$ cat config.mk
export PLATFORM = sky130hd
export DESIGN_NAME = crf_cell
export DESIGN_NICKNAME = d
export VERILOG_FILES = /design/src/design/crf_pkg.sv /design/src/design/crf_cell.sv
export SDC_FILE = /design/constraint.sdc
export NUM_CORES = 1
export LEC_CHECK = 0
export BUFFER_PORTS_ARGS = -buffer_cell sky130_fd_sc_hd__buf_2
export CELL_PAD_IN_SITES_DETAIL_PLACEMENT = 1
export CELL_PAD_IN_SITES_GLOBAL_PLACEMENT = 1
export CORE_MARGIN = 2
export CORE_UTILIZATION = 31
export DETAILED_ROUTE_END_ITERATION = 8
export HOLD_SLACK_MARGIN = 0.08
export MAX_ROUTING_LAYER = met4
export PLACE_DENSITY_LB_ADDON = 0.1
export SLEW_MARGIN = 10
export SYNTH_ARGS = -nofsm -noshare
export SYNTH_HDL_FRONTEND = slang
export SYNTH_SLANG_ARGS = --single-unit
export TNS_END_PERCENT = 5
$ cat constraint.sdc
create_clock -name clock -period 3.9 [get_ports clock]
set_input_delay 0.78 -clock clock [delete_from_list [all_inputs] [get_ports clock]]
set_output_delay 0.78 -clock clock [all_outputs]
set_load 0.01 [all_outputs]
$ cat src/design/crf_pkg.sv
// shared types and constants for the palette frequency ranking block
`timescale 1ns / 1ps
package crf_pkg;
   localparam int MAX_COLORS = 256;
   localparam int COUNT_BITS = 32;
   localparam int IDX_BITS   = $clog2(MAX_COLORS);
   localparam int LEN_BITS   = $clog2(MAX_COLORS + 1);

   typedef enum logic [1:0] {
      KIND_LOAD   = 2'd0,
      KIND_FINISH = 2'd1,
      KIND_READ   = 2'd2,
      KIND_REMAP  = 2'd3
   } kind_type;

   typedef enum logic [1:0] {
      RSP_FINISH = 2'd0,
      RSP_RANK   = 2'd1,
      RSP_PIXEL  = 2'd2
   } rsp_kind_type;

   typedef struct packed {
      logic                  valid;
      logic [IDX_BITS-1:0]   pal;
      logic [COUNT_BITS-1:0] cnt;
   } entry_type;

   typedef struct packed {
      logic clear;
      logic insert;
      logic shift;
   } cell_ctrl_type;
endpackage

$ cat src/design/crf_cell.sv
// one slot of the sorted insertion chain
`timescale 1ns / 1ps
module crf_cell (
   input  logic                   clock,
   input  logic                   reset,
   input  crf_pkg::cell_ctrl_type ctrl,
   input  crf_pkg::entry_type     new_entry,
   input  crf_pkg::entry_type     left_entry,
   input  logic                   left_before,
   input  crf_pkg::entry_type     right_entry,
   output crf_pkg::entry_type     entry,
   output logic                   ahead
);
   import crf_pkg::*;

   entry_type entry_ff, entry_in;

   // new entry goes ahead of this slot when the slot is empty or strictly smaller
   assign ahead = !(entry_ff.valid && (entry_ff.cnt >= new_entry.cnt));
   assign entry = entry_ff;

   always_comb begin
      entry_in = entry_ff;
      if (ctrl.clear) begin
         entry_in.valid = 1'b0;
      end else if (ctrl.insert) begin
         if (ahead && !left_before) begin
            entry_in = new_entry;
         end else if (ahead) begin
            entry_in = left_entry;
         end
      end else if (ctrl.shift) begin
         entry_in = right_entry;
      end
   end

   always_ff @(posedge clock) begin
      if (reset) begin
         entry_ff.valid <= 1'b0;
      end else begin
         entry_ff.valid <= entry_in.valid;
      end
      entry_ff.pal <= entry_in.pal;
      entry_ff.cnt <= entry_in.cnt;
   end
endmodule

==> results of run 1 <==
## cell type report
class	count	share of cell area
Sequential cell	41	0.316
Timing Repair Buffer	174	0.231
Inverter	34	0.0330
Multi-Input combinational cell	170	0.362
Clock buffer	8	0.0233
Tap cell	108	0.0349
## path summary, 6_finish.rpt
check,end,cells after the start
max reg2reg,entry[35],7
max,ahead,9
min reg2reg,entry[40],3
min,entry[40],3
## routing by layer
layer	share of wire	routed length, µm	up-vias	GRT usage
met2	0.50	4310	111	0.313
met1	0.42	3640	1240	0.215
li1	-	-	1319	-
met5	0	0	-	-
met4	0.011	92	0	0.0506
met3	0.067	576	9	0.0277
## cells in the final DEF, fill, tap and decap left out, drive strengths merged
| cell type | netlist | layout |
|---|---|---|
| o31a | 2 | 2 |
| o21a | 2 | 2 |
| nand4 | 4 | 4 |
| edfxtp | 40 | 40 |
| o21ba | 1 | 1 |
| clkbuf | 4 | 8 |
| buf | 8 | 174 |
| nand3 | 2 | 2 |
| nor4 | 2 | 2 |
| a211o | 1 | 1 |
| nor2b | 41 | 41 |
| o22ai | 1 | 1 |
| nand2b | 1 | 1 |
| ha | 32 | 32 |
| a2111oi | 1 | 1 |
| mux2i | 2 | 2 |
| nand2 | 9 | 9 |
| a221o | 40 | 40 |
| a31oi | 1 | 1 |
| a22oi | 1 | 1 |
| a21oi | 13 | 13 |
| nor3 | 2 | 2 |
| a221oi | 1 | 1 |
| dfxtp | 1 | 1 |
| nor2 | 2 | 2 |
| or3 | 2 | 2 |
| inv | 34 | 34 |
| o21ai | 6 | 6 |
| or4 | 1 | 1 |
## per-stage QoR
step | power, mW | hold WS [ns] | instances | worst slack [ns]
floorplan | 0.703 | 0.666 | 257 | 0.762
global placement | 0.837 | 0.698 | 527 | 0.295
detailed placement | 0.845 | 0.706 | 527 | 0.192
CTS | 1.15 | 0.715 | 535 | 0.415
global route | 1.19 | 0.756 | 535 | 0.294
finish | 1.13 | 0.714 | 535 | 0.417
## tightest hold or removal path: cells and delay by family, from the launching register on
kind               cells  cell delay [ns]
AOI/OAI and AO/OA      2             0.17
DFF                    1             0.35
muxes                  1             0.15
## power groups by stage
stage	sequential, mW	clock [mW]	combinational, mW
final	0.538	0.302	0.290
after floorplan	0.561	0	0.141
after global placement	0.548	0	0.289
after CTS	0.539	0.313	0.298
after global routing	0.541	0.323	0.330
after detailed placement	0.549	0	0.296
## cells by family (layout without fill, tap and decap cells)
family | after synthesis | after routing | share of synthesized area
AO/OA/AOI/OAI | 70 | 70 | 0.211
AND/OR/NAND/NOR | 66 | 66 | 0.136
buffers and inverters | 46 | 216 | 0.0653
flip-flops | 41 | 41 | 0.437
adder cells (fa/ha/maj) | 32 | 32 | 0.143
multiplexers | 2 | 2 | 0.00716
==> metrics, run 1 <==
post-synth top area cell edfxtp_1; total track usage 0.180; hold buffers post-CTS 0; post-layout instance area slightly below 4000 µm²; CP required ~3.1 ns; vias in the first global route between 2,000 and 3,000; Final Hold Vio Count 0; switching share of power 0.280; Num CTS Buffers 5; Routed Wire Length between 8000 and 9000 µm; maxcap violations 0; Resized cells post-CTS 0; area grow syn2layout 38.3%; initial core utilization 0.321; most used flip-flop cell after synthesis edfxtp_1; final slew viol count 0; Clock Power Share 0.267; htree depth 2; mapped cell area about 2800 µm²; Worst Path Buf+Inv 3; Crit path arrival time approximately 2.7 ns; Hold Crit Start entry[40]; first-pass GRT wire length 13,400 µm; Final Skew approximately 0.0062 ns; Netlist cell types 30; Startpoint Class input port; count leader, synth nor2b_1; RR Startpoint entry[31]; post-synth net total 418; CTS root buffer clkbuf_8; antenna cells 0; Fin Setup TNS 0 ns; Worst R2R Setup Slack 0.75 ns; Die ar. between 9000 and 10,000 µm²; chip height roughly 99 µm; P_leak 1.88 nW; critical path peak fanout 4; Mapped Cells around 260; largest net degree at the start of global routing 44; Slew @ Worst Pin between 0.9 and 1 ns; Top delay family on crit path simple AND/OR/NAND/NOR gates; Routed WL per cell ~16 µm; Via density 5.01; sequential cell area fraction in the yosys report 0.437; status finished clean; flops & latches, synth ~40; multi-input logic area 1400 µm²; Longest Clk Path Bufs 2; fin util 0.443; internal power ~0.8 mW; routability cong. between 0.7 and 0.8; row cnt 34; share of cells above drive strength 1 0.431; max reg flops 41; Cell Pwr Density between 200 and 300 nW/µm²; HP Class reg2reg; Tcrit/Tclk final 0.893; main area contributors after synthesis edfxtp_1, a221o_1, ha_1; asr flop ratio synth 0; Final min period about 3.5 ns; Mean Syn Cell Area roughly 11 µm²; critical setup path kind in2out; number of synthesized flops with an enable pin 40; worst skew pair latency 0.30 ns; worst rel slew slack 0.371; clk slew on worst S/H paths around 0.080 ns; overflow left after global routing 0; placed cell area between 3000 and 4000 µm²; DRC violations left 0; antenna violations before repair 0; PortBufs 170; antenna-violating nets left 0; first-pass iteration count of the detailed router 6; CP most frequent cell buf_2; number of synthesis warnings 0; Slowest cell on crit path or4_1; peak supply drop ~0.00010 V; DP HPWL roughly 6700 µm; setup violators final 0; Die Span X around 99 µm; Largest stage delay, worst path between 0.5 and 0.6 ns; worst-path cell chain buf_2 > inv_1 > ha_1 > nand2_1 > or4_1 > nor3_1 > o31a_1 > nor2_1 > buf_2; I/O pin count between 150 and 200; TritonCTS clock tree done; core area around 8700 µm²; number of fill cells between 1,000 and 1,500; Post-CTS Setup Bufs 0; DRT iter0 DRCs 64; share of power burned in registers 0.476; Worst setup startpoint new_entry[31]; RSZ-0062 raised after global routing no; post-synth top area share 0.430; register area 1220 µm²; switching pwr approximately 0.32 mW; Net count, final between 500 and 600; clk sinks 41; Post-synth top cells nor2b_1, a221o_1, edfxtp_1; Gate power share 0.257; Vias roughly 2,700; Fmax achieved about 290 MHz; Setup crit end kind output pin
No activity file was read; power rests on OpenSTA's default activity.
==> run 2: changes to the inputs <==
--- a/constraint.sdc
+++ b/constraint.sdc
@@ -3,2 +3,2 @@
 set_output_delay 0.78 -clock clock [all_outputs]
-set_load 0.01 [all_outputs]
+set_load 0.02 [all_outputs]
==> run 2 against run 1 <==
Effect of this change:
- utilization up 0.34 points
- combinational power up 7.6%
- total power up 8.1%
- global-route usage up 0.43 points
- wire length up 0.73%
- die area unchanged
- sequential power about the same
- hold slack better by 0.013 ns
- via count up 0.63%
- non-clock buffer count unchanged
- largest power group unchanged
==> metrics, run 2 (synthesized netlist as in run 1, its figures left out) <==
Resized cells post-CTS 0 (unchanged); antenna cells 0 (unchanged); Final min period 3.48 ns (-0.00535 ns); clk slew on worst S/H paths 0.09 ns (about the same); core area 8720 µm² (unchanged); Crit path arrival time 2.70 ns (about the same); Final Skew 0.00775 ns (+0.00151 ns); antenna violations before repair 0 (unchanged); dpl ws 0.221 ns (+0.0290 ns); smallest hold slack 0.727 ns (+0.0134 ns); total track usage 0.184 (+0.00428); Largest stage delay, worst path 0.59 ns (about the same); Slew @ Worst Pin 0.939 ns (-0.00504 ns); Fmax achieved 288 MHz (+0.15%); Tcrit/Tclk final 0.892 (-0.00137); CTS root buffer clkbuf_8; P_leak 1.89 nW (+0.63%); setup violators final 0 (unchanged); CP required 3.12 ns (about the same); most common cell after layout, fill and taps aside buf_2; fin util 0.447 (+0.00344); HP Class in2reg; largest net degree at the start of global routing 44 (unchanged); critical path peak fanout 4 (unchanged); hold buffers post-CTS 0 (unchanged); clk sinks 41 (unchanged); critical setup path kind in2out; row cnt 34 (unchanged); Final Hold Vio Count 0 (unchanged); Top delay family on crit path simple AND/OR/NAND/NOR gates; Crit path depth 9 (unchanged); DRC violations left 0 (unchanged); Fin Setup TNS 0 ns (unchanged); worst r2r path cells 7 (unchanged); Die Span X 99.0 µm (unchanged); RSZ-0062 raised after global routing no; worst skew pair latency 0.30 ns (about the same); final slew viol count 0 (unchanged); DP HPWL 6750 µm (+0.27%); Vias 2,696 (+0.63%); Num CTS Buffers 5 (unchanged); area grow syn2layout 39.4%; Die ar. 9800 µm² (unchanged); Routed WL per cell 16.2 µm (+0.73%); routability cong. 0.710 (-0.52%); overflow left after global routing 0 (unchanged); Net count, final 587 (unchanged); vias in the first global route 2,993 (+4.1%); Startpoint Class input port; CP most frequent cell buf_2; share of cells above drive strength 1 0.436 (+0.00468); Routed Wire Length 8690 µm (+0.73%); Worst Path Buf+Inv 3 (unchanged); Setup crit end kind output pin; TritonCTS clock tree done; initial core utilization 0.321 (unchanged); commonest cells after routing, fill and taps aside buf_2, nor2b_1, a221o_1, edfxtp_1, inv_1; Hold Path Depth 3 (unchanged); htree depth 2 (unchanged); Cell Pwr Density 314 nW/µm² (+7.3%); first-pass GRT wire length 14,000 µm (+4.3%); I/O pin count 171 (unchanged); Via density 5.04 (+0.63%); max reg flops 41 (unchanged); Post-CTS Setup Bufs 0 (unchanged); fin worst setup slack 0.422 ns (+0.00535 ns); placed cell area 3780 µm² (unchanged); PortBufs 170 (unchanged); Post-Layout Cell Count 535 (unchanged); status finished clean; peak supply drop 0.000140 V (+38%); DRT iter0 DRCs 57 (-11%); worst-path cell chain buf_2 > inv_1 > ha_1 > nand2_1 > or4_1 > nor3_1 > o31a_1 > nor2_1 > buf_2; Slowest cell on crit path or4_1; maxcap violations 0 (unchanged); chip height 99.0 µm (unchanged); dpl cells 527 (unchanged); Power Total 1.22 mW (+8.1%); antenna-violating nets left 0 (unchanged); Longest Clk Path Bufs 2 (unchanged); first-pass iteration count of the detailed router 4 (-2); post-layout instance area 3900 µm² (+0.78%); worst rel slew slack 0.374 (+0.00336); Worst R2R Setup Slack 0.77 ns (+0.02 ns)
## run 2: cell count changes in the layout (fill, tap and decap cells not counted), sizes merged
cell | previous run | this run
bufinv | 0 | 1
clkbuf | 8 | 6
clkinvlp | 0 | 1
## run 2: final timing paths
kind                       from         to
setup / recovery  new_entry[31]      ahead
hold / removal            reset  entry[40]
setup reg to reg      entry[29]  entry[15]
hold reg to reg       entry[40]  entry[40]
## run 2: layout make-up
class | count | area (µm²)
Fill cell | 1018 | 4820
Multi-Input combinational cell | 170 | 1400
Sequential cell | 41 | 1220
Timing Repair Buffer | 174 | 893
Tap cell | 108 | 135
Inverter | 34 | 128
Clock buffer | 6 | 82.6
Clock inverter | 2 | 37.5
## run 2: routing by layer
layer | vias to the layer above | routed length [µm] | track usage | share of wire
met4 | 0 | 55 | 0.0327 | 0.0063
met2 | 107 | 4360 | 0.322 | 0.50
met1 | 1265 | 3610 | 0.219 | 0.42
li1 | 1318 | - | - | -
met5 | - | 0 | - | 0
met3 | 6 | 659 | 0.0397 | 0.076
## run 2: worst register-to-register path: cells and delay by family (launching register included)
kind	cells	cell delay [ns]
and+or+nand+nor	3	0.93
adders and majority gates	1	0.31
AOI/OAI and AO/OA	3	1.37
DFF	1	0.40
## run 2: where the power goes
| group | internal (mW) | switching (mW) |
|---|---|---|
| Sequential | 0.524 | 0.0139 |
| Combinational | 0.146 | 0.166 |
| Clock | 0.208 | 0.164 |
| Total | 0.879 | 0.344 |
==> run 3: changes to the inputs <==
Settings changed: ABC_AREA set to 1.
==> run 3 against run 2 <==
Effect of this change:
- hold slack worse by 0.11 ns
- combinational power is 10% higher
- cell area is 3.6% higher
- non-clock buffer count stayed put
- highest routed layer unchanged
==> metrics, run 3 <==
DRT iter0 DRCs 99 (+74%); Hold Path Depth 2 (-1); Top delay family on crit path simple AND/OR/NAND/NOR gates; commonest cells after routing, fill and taps aside buf_2, nand2_1, inv_1, o21ai_0, o21ai_1; htree depth 2 (unchanged); post-synth top area cell edfxtp_1; Startpoint Class input port; hold buffers post-CTS 0 (unchanged); count leader, synth nand2_1; Die Span X 103 µm (+4.0%); Longest Clk Path Bufs 2 (unchanged); P_leak 2.06 nW (+8.7%); post-synth top area share 0.396 (-0.0337); worst skew pair latency 0.29 ns (about the same); antenna-violating nets left 0 (unchanged); Clock Power Share 0.236 (-0.068); core area 9640 µm² (+11%); Crit path arrival time 2.16 ns (-0.54 ns); initial core utilization 0.315 (-0.00589); Mean Syn Cell Area 8.05 µm² (-26%); number of synthesized flops with an enable pin 40 (unchanged); DP HPWL 7190 µm (+6.5%); Netlist cell types 24 (-20%); sequential cell area fraction in the yosys report 0.402 (-0.0342); Synth Area in Compound Gates 0.173 (-0.0380); Mapped Cells 377 (+47%); Worst setup startpoint new_entry[7]; first-pass GRT wire length 14,900 µm (+6.3%); largest family of logic cells by synthesized area simple AND/OR/NAND/NOR gates; TritonCTS clock tree done; asr flop ratio synth 0 (unchanged); final slew viol count 0 (unchanged); Via density 4.64 (-7.8%); Vias 3,130 (+16%); Routed Wire Length 9420 µm (+8.4%); RR Startpoint entry[7]; switching pwr 0.375 mW (+9.0%); row cnt 36 (+5.9%); CP most frequent cell nand2_1; post-synth net total 538 (+29%); RSZ-0062 raised after global routing no; CP required 3.12 ns (about the same); antenna cells 0 (unchanged); Post-Synth Simple-Gate Area 0.190 (+0.0536); first-pass iteration count of the detailed router 4 (unchanged); number of fill cells 1,290 (+27%); worst r2r path cells 16 (+9); Crit path depth 15 (+6); number of synthesis warnings 0 (unchanged); maxcap violations 0 (unchanged); routability cong. 0.762 (+7.3%); Fmax achieved 341 MHz (+18%); chip height 103 µm (+4.0%); dpl cells 667 (+27%); Die ar. 10,600 µm² (+8.2%); Post-CTS Setup Bufs 0 (unchanged); main area contributors after synthesis edfxtp_1, ha_1, nand2_1; max reg flops 41 (unchanged); antenna violations before repair 0 (unchanged); mapped cell area 3030 µm² (+8.5%); Tcrit/Tclk final 0.753 (-0.139); Hold Crit Start entry[40]; adder-cell share of the synthesized area 0.132 (-0.0112); Slew @ Worst Pin 0.736 ns (-0.202 ns); area grow syn2layout 33.0%; clk sinks 41 (unchanged); worst-path cell chain buf_2 > inv_1 > ha_1 > nand2_1 > inv_2 > nand2_1 > nand2_1 > nor2_1 > nand2_1 > nand2_1 > nand2_1 > nand2_1 > nand2_2 > nand2_4 > buf_2; most used flip-flop cell after synthesis edfxtp_1; largest net degree at the start of global routing 43 (-2.3%); Net count, final 702 (+20%); Post-Layout Cell Count 674 (+26%); Resized cells post-CTS 0 (unchanged); Routed WL per cell 14.0 µm (-14%); critical path peak fanout 3 (-1); internal power 0.786 mW (-11%); switching share of power 0.323 (+0.0416); Final Hold Vio Count 0 (unchanged); overflow left after global routing 0 (unchanged); share of cells above drive strength 1 0.362 (-0.0733); Post-synth top cells nand2_1, inv_1, o21ai_0; CTS root buffer clkbuf_8; PortBufs 170 (unchanged); I/O pin count 171 (unchanged); Final Skew 0.00677 ns (-0.000978 ns); Fin Setup TNS 0 ns (unchanged); Setup crit end kind output pin; status finished clean; total track usage 0.185 (+0.000970); share of power burned in registers 0.467 (+0.027); Worst Path Buf+Inv 4 (+1); Cell Pwr Density 288 nW/µm² (-8.3%); Final min period 2.94 ns (-0.541 ns); Largest stage delay, worst path 0.29 ns (-0.30 ns); flops & latches, synth 41 (unchanged); Slowest cell on crit path ha_1; post-synthesis mux area share 0 (-0.00716); Num CTS Buffers 5 (unchanged); worst rel slew slack 0.508 (+0.134); DRC violations left 0 (unchanged); vias in the first global route 3,178 (+6.2%); critical setup path kind in2out; setup violators final 0 (unchanged); clk slew on worst S/H paths 0.08 ns (about the same); HP Class reg2reg; most common cell after layout, fill and taps aside buf_2; Gate power share 0.297 (+0.041); peak supply drop 0.000107 V (-23%); post-synthesis xor/xnor area fraction 0 (unchanged)
run 3: changes by cell type after synthesis, moves of 39 or more:
cell and delta:
o21ai_1 +40, a221o_1 -40, nand2_1 +65, o21ai_0 +39
nor2_1 +39, nor2b_1 -41
run 3: per-stage QoR:
stage | hold slack [ns] | setup WS (ns) | utilization | instance area, µm² | power [mW]
after floorplan | 0.658 | 0.666 | - | 3040 | 0.761
after global placement | 0.591 | 0.939 | 0.411 | 3960 | 0.894
after detailed placement | 0.618 | 0.911 | 0.411 | 3960 | 0.903
after CTS | 0.628 | 0.933 | 0.419 | 4040 | 1.19
after global routing | 0.687 | 0.790 | 0.419 | 4040 | 1.24
final | 0.620 | 0.964 | 0.419 | 4040 | 1.16
run 3: cell type report:
cell class | instances | area (µm²) | area share
repair buffers | 174 | 881 | 0.218
multi-input cells | 272 | 1510 | 0.374
well taps | 133 | 166 | 0.0412
flip-flops and latches | 41 | 1220 | 0.303
inverters | 47 | 181 | 0.0449
clock buffers | 6 | 72.6 | 0.0180
clock inverters | 1 | 3.75 | 0.000930
run 3: layer usage:
| metal | wire (µm) | GRT usage | share of wire |
|---|---|---|---|
| met5 | 0 | - | 0 |
| met4 | 61 | 0.0445 | 0.0065 |
| met3 | 520 | 0.0258 | 0.055 |
| met2 | 4780 | 0.326 | 0.51 |
| met1 | 4050 | 0.222 | 0.43 |
run 3: worst paths after layout:
check,endpoint,slack [ns]
setup / recovery,ahead,0.96
setup reg to reg,entry[27],1.46
hold reg to reg,entry[40],0.62
hold / removal,entry[40],0.62
run 3: cell families (layout without fill, tap and decap cells):
group	after synthesis	after routing
buf+inv	64	228
simple gates	136	136
flops	41	41
fa+ha+maj	32	32
compound gates	104	104
run 3: worst reg2reg max path: cells and delay by family (launching register included):
| kind | cells | cell delay [ns] |
|---|---|---|
| simple gates | 12 | 1.04 |
| buf+inv | 2 | 0.42 |
| flops | 1 | 0.40 |
| fa+ha+maj | 1 | 0.30 |
| compound gates | 1 | 0.14 |
run 3: power by group through the flow:
stage / combinational, mW / sequential, mW / clock (mW)
global placement: 0.342 / 0.552 / 0
global route: 0.394 / 0.547 / 0.299
CTS: 0.353 / 0.543 / 0.290
floorplan: 0.171 / 0.590 / 0
finish: 0.344 / 0.542 / 0.274
detailed placement: 0.350 / 0.553 / 0
